[src/rtl/nvdl_pkg.sv]
// ============================================================================
// nvdl_pkg
// Types, constants and fixed-point helpers for the negative vapor limiter.
// ============================================================================
package nvdl_pkg;

    localparam int W = 48;
    localparam int CVW = 32;
    localparam int NUM_VAPOR_DEF = 3;
    localparam int NUM_CFG = 4;
    localparam int CFG_IDX_W = 2;

    localparam logic signed [W-1:0] MAXV = {1'b0, {(W-1){1'b1}}};
    localparam logic signed [W-1:0] MINV = {1'b1, {(W-1){1'b0}}};

    localparam logic [CFG_IDX_W-1:0] CFG_CV_DRY = 2'd0;
    localparam logic [CFG_IDX_W-1:0] CFG_CV_A   = 2'd1;
    localparam logic [CFG_IDX_W-1:0] CFG_CV_B   = 2'd2;
    localparam logic [CFG_IDX_W-1:0] CFG_CV_C   = 2'd3;

    localparam logic [CVW-1:0] CV_DRY_RST = 32'd46989312;
    localparam logic [CVW-1:0] CV_VAP_RST = 32'd92405760;

    typedef struct packed {
        logic signed [W-1:0] dry_density;
        logic signed [W-1:0] vapor_density_a;
        logic signed [W-1:0] vapor_density_b;
        logic signed [W-1:0] vapor_density_c;
        logic signed [W-1:0] momentum_x;
        logic signed [W-1:0] momentum_y;
        logic signed [W-1:0] momentum_z;
        logic signed [W-1:0] total_energy;
        logic                bottom_cell;
    } t_in;

    typedef struct packed {
        logic signed [W-1:0] out_dry_density;
        logic signed [W-1:0] out_vapor_a;
        logic signed [W-1:0] out_vapor_b;
        logic signed [W-1:0] out_vapor_c;
        logic signed [W-1:0] out_momentum_x;
        logic signed [W-1:0] out_momentum_y;
        logic signed [W-1:0] out_momentum_z;
        logic signed [W-1:0] out_energy;
        logic                column_end;
    } t_out;

    typedef struct packed {
        logic                start;
        logic signed [W-1:0] num;
        logic signed [W-1:0] den;
    } t_div_req;

    typedef struct packed {
        logic                busy;
        logic                done;
        logic signed [W-1:0] quo;
    } t_div_rsp;

    function automatic logic signed [W-1:0] sat49(input logic signed [W:0] x);
        if (x > $signed({1'b0, MAXV})) begin
            return MAXV;
        end else if (x < $signed({1'b1, MINV})) begin
            return MINV;
        end
        return x[W-1:0];
    endfunction

    // Saturation of a sum of up to four values, held with two guard bits.
    function automatic logic signed [W-1:0] sat_wide(input logic signed [W+1:0] x);
        if (x > $signed({2'b00, MAXV})) begin
            return MAXV;
        end else if (x < $signed({2'b11, MINV})) begin
            return MINV;
        end
        return x[W-1:0];
    endfunction

    function automatic logic signed [W-1:0] sat_add(input logic signed [W-1:0] a,
                                                    input logic signed [W-1:0] b);
        logic signed [W:0] s;
        s = {a[W-1], a} + {b[W-1], b};
        return sat49(s);
    endfunction

    function automatic logic signed [W-1:0] sat_sub(input logic signed [W-1:0] a,
                                                    input logic signed [W-1:0] b);
        logic signed [W:0] s;
        s = {a[W-1], a} - {b[W-1], b};
        return sat49(s);
    endfunction

    function automatic logic [W-1:0] mag(input logic signed [W-1:0] x);
        return x[W-1] ? W'(-x) : W'(x);
    endfunction

    // Signed saturation of a magnitude of up to W+1 bits.
    function automatic logic signed [W-1:0] sgn_sat(input logic [W:0] m, input logic neg);
        if (neg) begin
            if (m >= (W+1)'(1) << (W-1)) begin
                return MINV;
            end
            return W'(-$signed({1'b0, m}));
        end
        if (m > {2'b00, {(W-1){1'b1}}}) begin
            return MAXV;
        end
        return m[W-1:0];
    endfunction

    function automatic logic signed [W-1:0] half(input logic signed [W-1:0] x);
        logic signed [W-1:0] t;
        t = x + W'(x[W-1]);
        return t >>> 1;
    endfunction

endpackage

[src/rtl/nvdl_mul.sv]
// ============================================================================
// nvdl_mul
// Shared multiplier: Q24.24 by Q24.24 or Q24.24 by Q16.16, one 24x24, 32x32 or
// 32x16 partial product per cycle, then saturation.
// ============================================================================
module nvdl_mul (
    input  logic                           i_clk,
    input  logic                           i_rst_n,
    input  logic                           i_start,
    input  logic                           i_cv_mode,
    input  logic signed [nvdl_pkg::W-1:0]  i_a,
    input  logic signed [nvdl_pkg::W-1:0]  i_b,
    input  logic [nvdl_pkg::CVW-1:0]       i_cv,
    output logic                           o_done,
    output logic signed [nvdl_pkg::W-1:0]  o_p
);
    localparam int W = nvdl_pkg::W;
    localparam int H = W / 2;

    logic [2:0]      r_step, n_step;
    logic            r_busy, n_busy;
    logic            r_cv, r_neg;
    logic [W-1:0]    r_ua, r_ub;
    logic [31:0]     r_cvv;
    logic [63:0]     r_acc;
    logic [63:0]     r_hh;
    logic [31:0]     r_fa;
    logic [31:0]     r_fb;
    logic [63:0]     w_pp;

    assign w_pp = {32'd0, r_fa} * {32'd0, r_fb};

    always_comb begin
        r_fa = '0;
        r_fb = '0;
        if (r_cv) begin
            r_fa = r_cvv;
            r_fb = (r_step == 3'd0) ? 32'(r_ua[W-1:16]) : 32'(r_ua[15:0]);
        end else begin
            unique case (r_step)
                3'd0: begin r_fa = 32'(r_ua[W-1:H]); r_fb = 32'(r_ub[W-1:H]); end
                3'd1: begin r_fa = 32'(r_ua[W-1:H]); r_fb = 32'(r_ub[H-1:0]); end
                3'd2: begin r_fa = 32'(r_ua[H-1:0]); r_fb = 32'(r_ub[W-1:H]); end
                default: begin r_fa = 32'(r_ua[H-1:0]); r_fb = 32'(r_ub[H-1:0]); end
            endcase
        end
    end

    always_comb begin
        n_busy = r_busy;
        n_step = r_step;
        if (i_start) begin
            n_busy = 1'b1;
            n_step = '0;
        end else if (r_busy) begin
            n_step = r_step + 3'd1;
            if ((r_cv && r_step == 3'd1) || r_step == 3'd3) begin
                n_busy = 1'b0;
            end
        end
    end

    always_ff @(posedge i_clk) begin
        if (!i_rst_n) begin
            r_busy <= 1'b0;
            r_step <= '0;
            o_done <= 1'b0;
        end else begin
            r_busy <= n_busy;
            r_step <= n_step;
            o_done <= r_busy && !n_busy && !i_start;
        end
    end

    always_ff @(posedge i_clk) begin
        if (i_start) begin
            r_cv  <= i_cv_mode;
            r_ua  <= nvdl_pkg::mag(i_a);
            r_ub  <= nvdl_pkg::mag(i_b);
            r_cvv <= i_cv;
            r_neg <= i_cv_mode ? i_a[W-1] : (i_a[W-1] ^ i_b[W-1]);
            r_acc <= '0;
        end else if (r_busy) begin
            if (r_cv) begin
                if (r_step == 3'd0) begin
                    r_hh  <= w_pp;
                    r_acc <= w_pp;
                end else begin
                    r_acc <= r_acc + (w_pp >> 16);
                end
            end else begin
                unique case (r_step)
                    3'd0: begin r_hh <= w_pp; r_acc <= w_pp << H; end
                    3'd1: r_acc <= r_acc + w_pp;
                    3'd2: r_acc <= r_acc + w_pp;
                    default: r_acc <= r_acc + (w_pp >> H);
                endcase
            end
        end
    end

    logic big;
    always_comb begin
        if (r_cv) begin
            big = r_hh >= (64'd1 << W);
        end else begin
            big = r_hh >= (64'd1 << (H - 1));
        end
        if (big || r_acc >= (64'd1 << W)) begin
            o_p = nvdl_pkg::sgn_sat({1'b1, {W{1'b0}}}, r_neg);
        end else begin
            o_p = nvdl_pkg::sgn_sat(r_acc[W:0], r_neg);
        end
    end
endmodule

[config.mk]
export PLATFORM = sky130hd
export DESIGN_NAME = nvdl_mul
export DESIGN_NICKNAME = d
export VERILOG_FILES = /design/src/rtl/nvdl_pkg.sv /design/src/rtl/nvdl_mul.sv
export SDC_FILE = /design/constraint.sdc
export NUM_CORES = 2
export LEC_CHECK = 0
export ABC_AREA = 1
export BUFFER_PORTS_ARGS = -buffer_cell sky130_fd_sc_hd__buf_2
export CAP_MARGIN = 20
export CORE_ASPECT_RATIO = 0.6
export CORE_MARGIN = 2
export CORE_UTILIZATION = 45
export CTS_CLUSTER_SIZE = 12
export DETAILED_ROUTE_END_ITERATION = 7
export MAX_ROUTING_LAYER = met4
export SLEW_MARGIN = 20
export SYNTH_ARGS = -nofsm -noshare
export SYNTH_HDL_FRONTEND = slang
export SYNTH_SLANG_ARGS = --single-unit
[constraint.sdc]
create_clock -name i_clk -period 11.2 [get_ports i_clk]
set_input_delay 1.12 -clock i_clk [delete_from_list [all_inputs] [get_ports i_clk]]
set_output_delay 1.12 -clock i_clk [all_outputs]
set_load 0.005 [all_outputs]
==> flow_summary_export.csv <==
group,metric,value,unit
logic_synthesis,synth_seq_cells,240,
worst_setup_path,crit_top_cell,"nand2_1",
worst_setup_path,reg2reg_depth,49,
routing,drc,3,
floorplanning,fp-row-count,101,
finish,nNetsFinal,10600,
logic_synthesis,ys_async_sr_fraction,0,%
logic_synthesis,synthFlopType,"edfxtp_1",
timing,tightestPinTransition,1220,ps
logic_synthesis,synth_xor_area_share,2.77,%
logic_synthesis,synthAdderAreaFrac,39.9,%
timing,fin_crit,11120,ps
grt,grt_use_total,47.8,%
clock_tree,clockRootBuffer,"clkbuf_16",
worst_setup_path,crit_arrival,11660,ps
routing,wl_per_cell,28.3,um
logic_synthesis,yosysWarnings,0,
worst_setup_path,path_class,"reg2reg",
timing,hold_viol_final,0,
routing,drt_iter0_markers,9244,
logic_synthesis,synth_largest_area_cell,"fa_1",
floorplanning,die_h,280,um
worst_setup_path,cp_max_fo,18,
status,status,"finished with violations",
routing,final_antenna_net_count,0,
clock_tree,cts_tree,"done",
logic_synthesis,synth_cell_types,75,
logic_synthesis,synth_fp_nets,9206,
clock_tree,htree_num_levels,1,
timing,fmax,89.9,MHz
worst_setup_path,reg2reg_slack,80,ps
grt,grt_busiest_layer,"met1",
floorplanning,dieWidth,464,um
place,numPortBuffers,180,
logic_synthesis,seq_area_frac_synth,11.4,%
place,gp_congestion,1.15,
worst_setup_path,cp-end-kind,"register",
logic_synthesis,synthTopCellsByArea,"fa_1 31%, inv_1 11%, nand2_1 10%",
logic_synthesis,yosys.area_share.simple,23.1,%
routing,viasPerCell,5.76,
grt,antenna_found_initial,19,
finish,drive_above_1_share,23.5,%
logic_synthesis,synth_edf_count,171,
grt,met2_usage,50.6,%
finish,multi_input_area,0.0451,mm2
grt,use_met3,36.6,%
logic_synthesis,syn_avg_cell_area,7.32,um2
finish,area_growth,29.2,%
timing,slew_headroom,18.4,%
clock_tree,clk_latency,610,ps
routing,vias,62900,
logic_synthesis,synth.area.mux_share,0,%
flow_run,cap_violations,0,
min_path,hold_path.class,"reg2reg",
floorplanning,initial_core_util,45.3,%
worst_setup_path,critPathLaunchType,"register",
timing,finalClockSkew,20.4,ps
status,violations,"DRC",
floorplanning,ios,181,
finish,fillers,12000,
min_path,min-delay-start,"r_acc[50]$_SDFFE_PP0P_",
place,dpl_worst_slack,-443,ps
worst_setup_path,r2r-start,"r_cv$_DFFE_PP_",
clock_tree,cts_num_sinks,240,
grt,grt_first_pass_wirelength,427,mm
logic_synthesis,synth_top_area_share,31.5,%
worst_setup_path,critical_path.max_stage_delay,690,ps
worst_setup_path,critPathRequiredTime,11740,ps
floorplanning,fp.coreArea,0.126,mm2
grt,grtUsageMet1,68.4,%
finish,register_area,0.00652,mm2
clock_tree,clockBufferDepth,3,
grt,overflow,0,
finish,fin_cells,10900,
min_path,hold_end,"r_acc[50]$_SDFFE_PP0P_",
clock_tree,clkTransAtPathRegs,60,ps
logic_synthesis,synth_area,0.0571,mm2
place,dp_hpwl,269,mm
worst_setup_path,cp_slowest_cell,"nor3_1",
logic_synthesis,netlist_instances,7793,
logic_synthesis,synth-compound-area-share,10.2,%
timing,finalCritPeriodShare,99.3,%
timing,fin_ws,77.8,ps
timing,rsz0062_at_grt,"yes",
clock_tree,cts_made_buffers,28,
logic_synthesis,synth_top_family_by_area,"adder cells",
grt,grt_pass1_vias,58600,
clock_tree,holdBufCountCts,0,
routing,firstDrtPassIters,8,
min_path,worstHoldPathCells,2,
floorplanning,die_area,0.130,mm2
timing,drv_slew,0,
place,place_inst,10800,
timing,setup_viol,0,
routing,wirelength,310,mm
worst_setup_path,r2r-end,"r_acc[58]$_SDFFE_PP0P_",
grt,grt_max_degree,86,
-- sequential cells by signal, summed over array words and instances, names as in the netlist --
signal	flops
r_cv	1
r_ua	48
o_done	1
r_hh	41
r_step	3
r_ub	48
r_cvv	32
r_acc	64
r_busy	1
r_neg	1
-- per-stage QoR --
step | utilization, % | hold WS (ps) | TNS [ps] | cell area [um2]
3_3_place_gp | 56.1 | 439 | -6150 | 70700
2_1_floorplan | - | 462 | 0 | 57100
5_1_grt | 58.5 | 468 | -357 | 73700
3_5_place_dp | 56.1 | 442 | -7010 | 70700
6_report | 58.5 | 456 | 0 | 73700
4_1_cts | 57.0 | 459 | -1.30 | 71800
-- cell families after synthesis --
logic type / after synthesis
and+or+nand+nor: 3197
DFF: 240
adders and majority gates: 1281
buffers and inverters: 1892
AOI/OAI and AO/OA: 1007
xor gates and xnor gates: 176
-- per-layer routing --
metal  vias up  routed length [um]
met1     30300              133000
li1      26900                   -
met2      5292               98900
met3       449               71900
met4         0                6070
met5         -                   0
-- Yosys cell counts, types with 13 or more instances --
library cell / number
nand2_1: 1572
a21oi_2: 14
o22ai_1: 15
or2_2: 25
nand3_1: 255
nor2_1: 1054
clkbuf_1: 140
buf_2: 75
a21o_1: 34
ha_1: 383
o21ai_0: 365
dfxtp_1: 69
o21ai_2: 19
edfxtp_1: 171
buf_1: 24
fa_1: 898
o211ai_1: 23
inv_2: 20
nor2_2: 19
nand4_1: 53
xnor2_1: 59
a21oi_1: 317
clkinv_1: 19
nand3b_1: 23
o21ai_1: 31
o21a_1: 20
nor4_1: 49
xor2_1: 112
nand2_2: 13
nor3_1: 88
o21bai_1: 30
a31oi_1: 66
inv_1: 1608
-- cell usage in the layout, fill, tap and decap left out, drive strengths merged, types with 77 or more instances in the layout --
master / netlist / final
a21oi: 331 / 331
a31oi: 77 / 77
buf: 101 / 1619
edfxtp: 171 / 171
fa: 898 / 898
ha: 383 / 383
inv: 1629 / 1627
nand2: 1586 / 1586
nand3: 261 / 261
nor2: 1081 / 1081
nor3: 99 / 99
o21ai: 415 / 415
xor2: 117 / 117
-- worst max path at each step --
stage                             end  slack [ps]  depth (start not counted)                    from
2_1_floorplan  r_acc[28]$_SDFFE_PP0P_        1810                         50  r_step[0]$_SDFFE_PP0P_
3_3_place_gp   r_acc[61]$_SDFFE_PP0P_        -440                         52  r_step[0]$_SDFFE_PP0P_
3_5_place_dp   r_acc[53]$_SDFFE_PP0P_        -440                         52  r_step[0]$_SDFFE_PP0P_
4_1_cts        r_acc[59]$_SDFFE_PP0P_          -1                         56  r_step[0]$_SDFFE_PP0P_
5_1_grt        r_acc[58]$_SDFFE_PP0P_         -70                         55  r_step[0]$_SDFFE_PP0P_
6_report       r_acc[58]$_SDFFE_PP0P_          80                         49          r_cv$_DFFE_PP_
-- layout make-up --
class | count | area share (%)
Multi-Input combinational cell | 5661 | 61.2
Timing Repair Buffer | 1620 | 17.4
Sequential cell | 240 | 8.84
Inverter | 1649 | 8.44
Tap cell | 1699 | 2.88
Clock buffer | 34 | 0.981
Clock inverter | 12 | 0.146
Antenna cell | 20 | 0.0679
-- worst max-delay path, delay by kind of cell, from the launching register on --
family,cells,cell delay (ps)
flip-flops,1,450
AND/OR/NAND/NOR,17,2160
buffers and inverters,12,1770
adder cells (fa/ha/maj),10,4790
AO/OA/AOI/OAI,9,1650
XOR/XNOR,1,190
-- timing repair --
action,CTS,global route
setup buffers,7,26
gates cloned,0,1
setup endpoints to repair,40,50
resized for setup,72,420
pin swaps,14,75
Power is not shown: default switching activity piles up to over one toggle a cycle in this logic, so the estimate is an artifact.
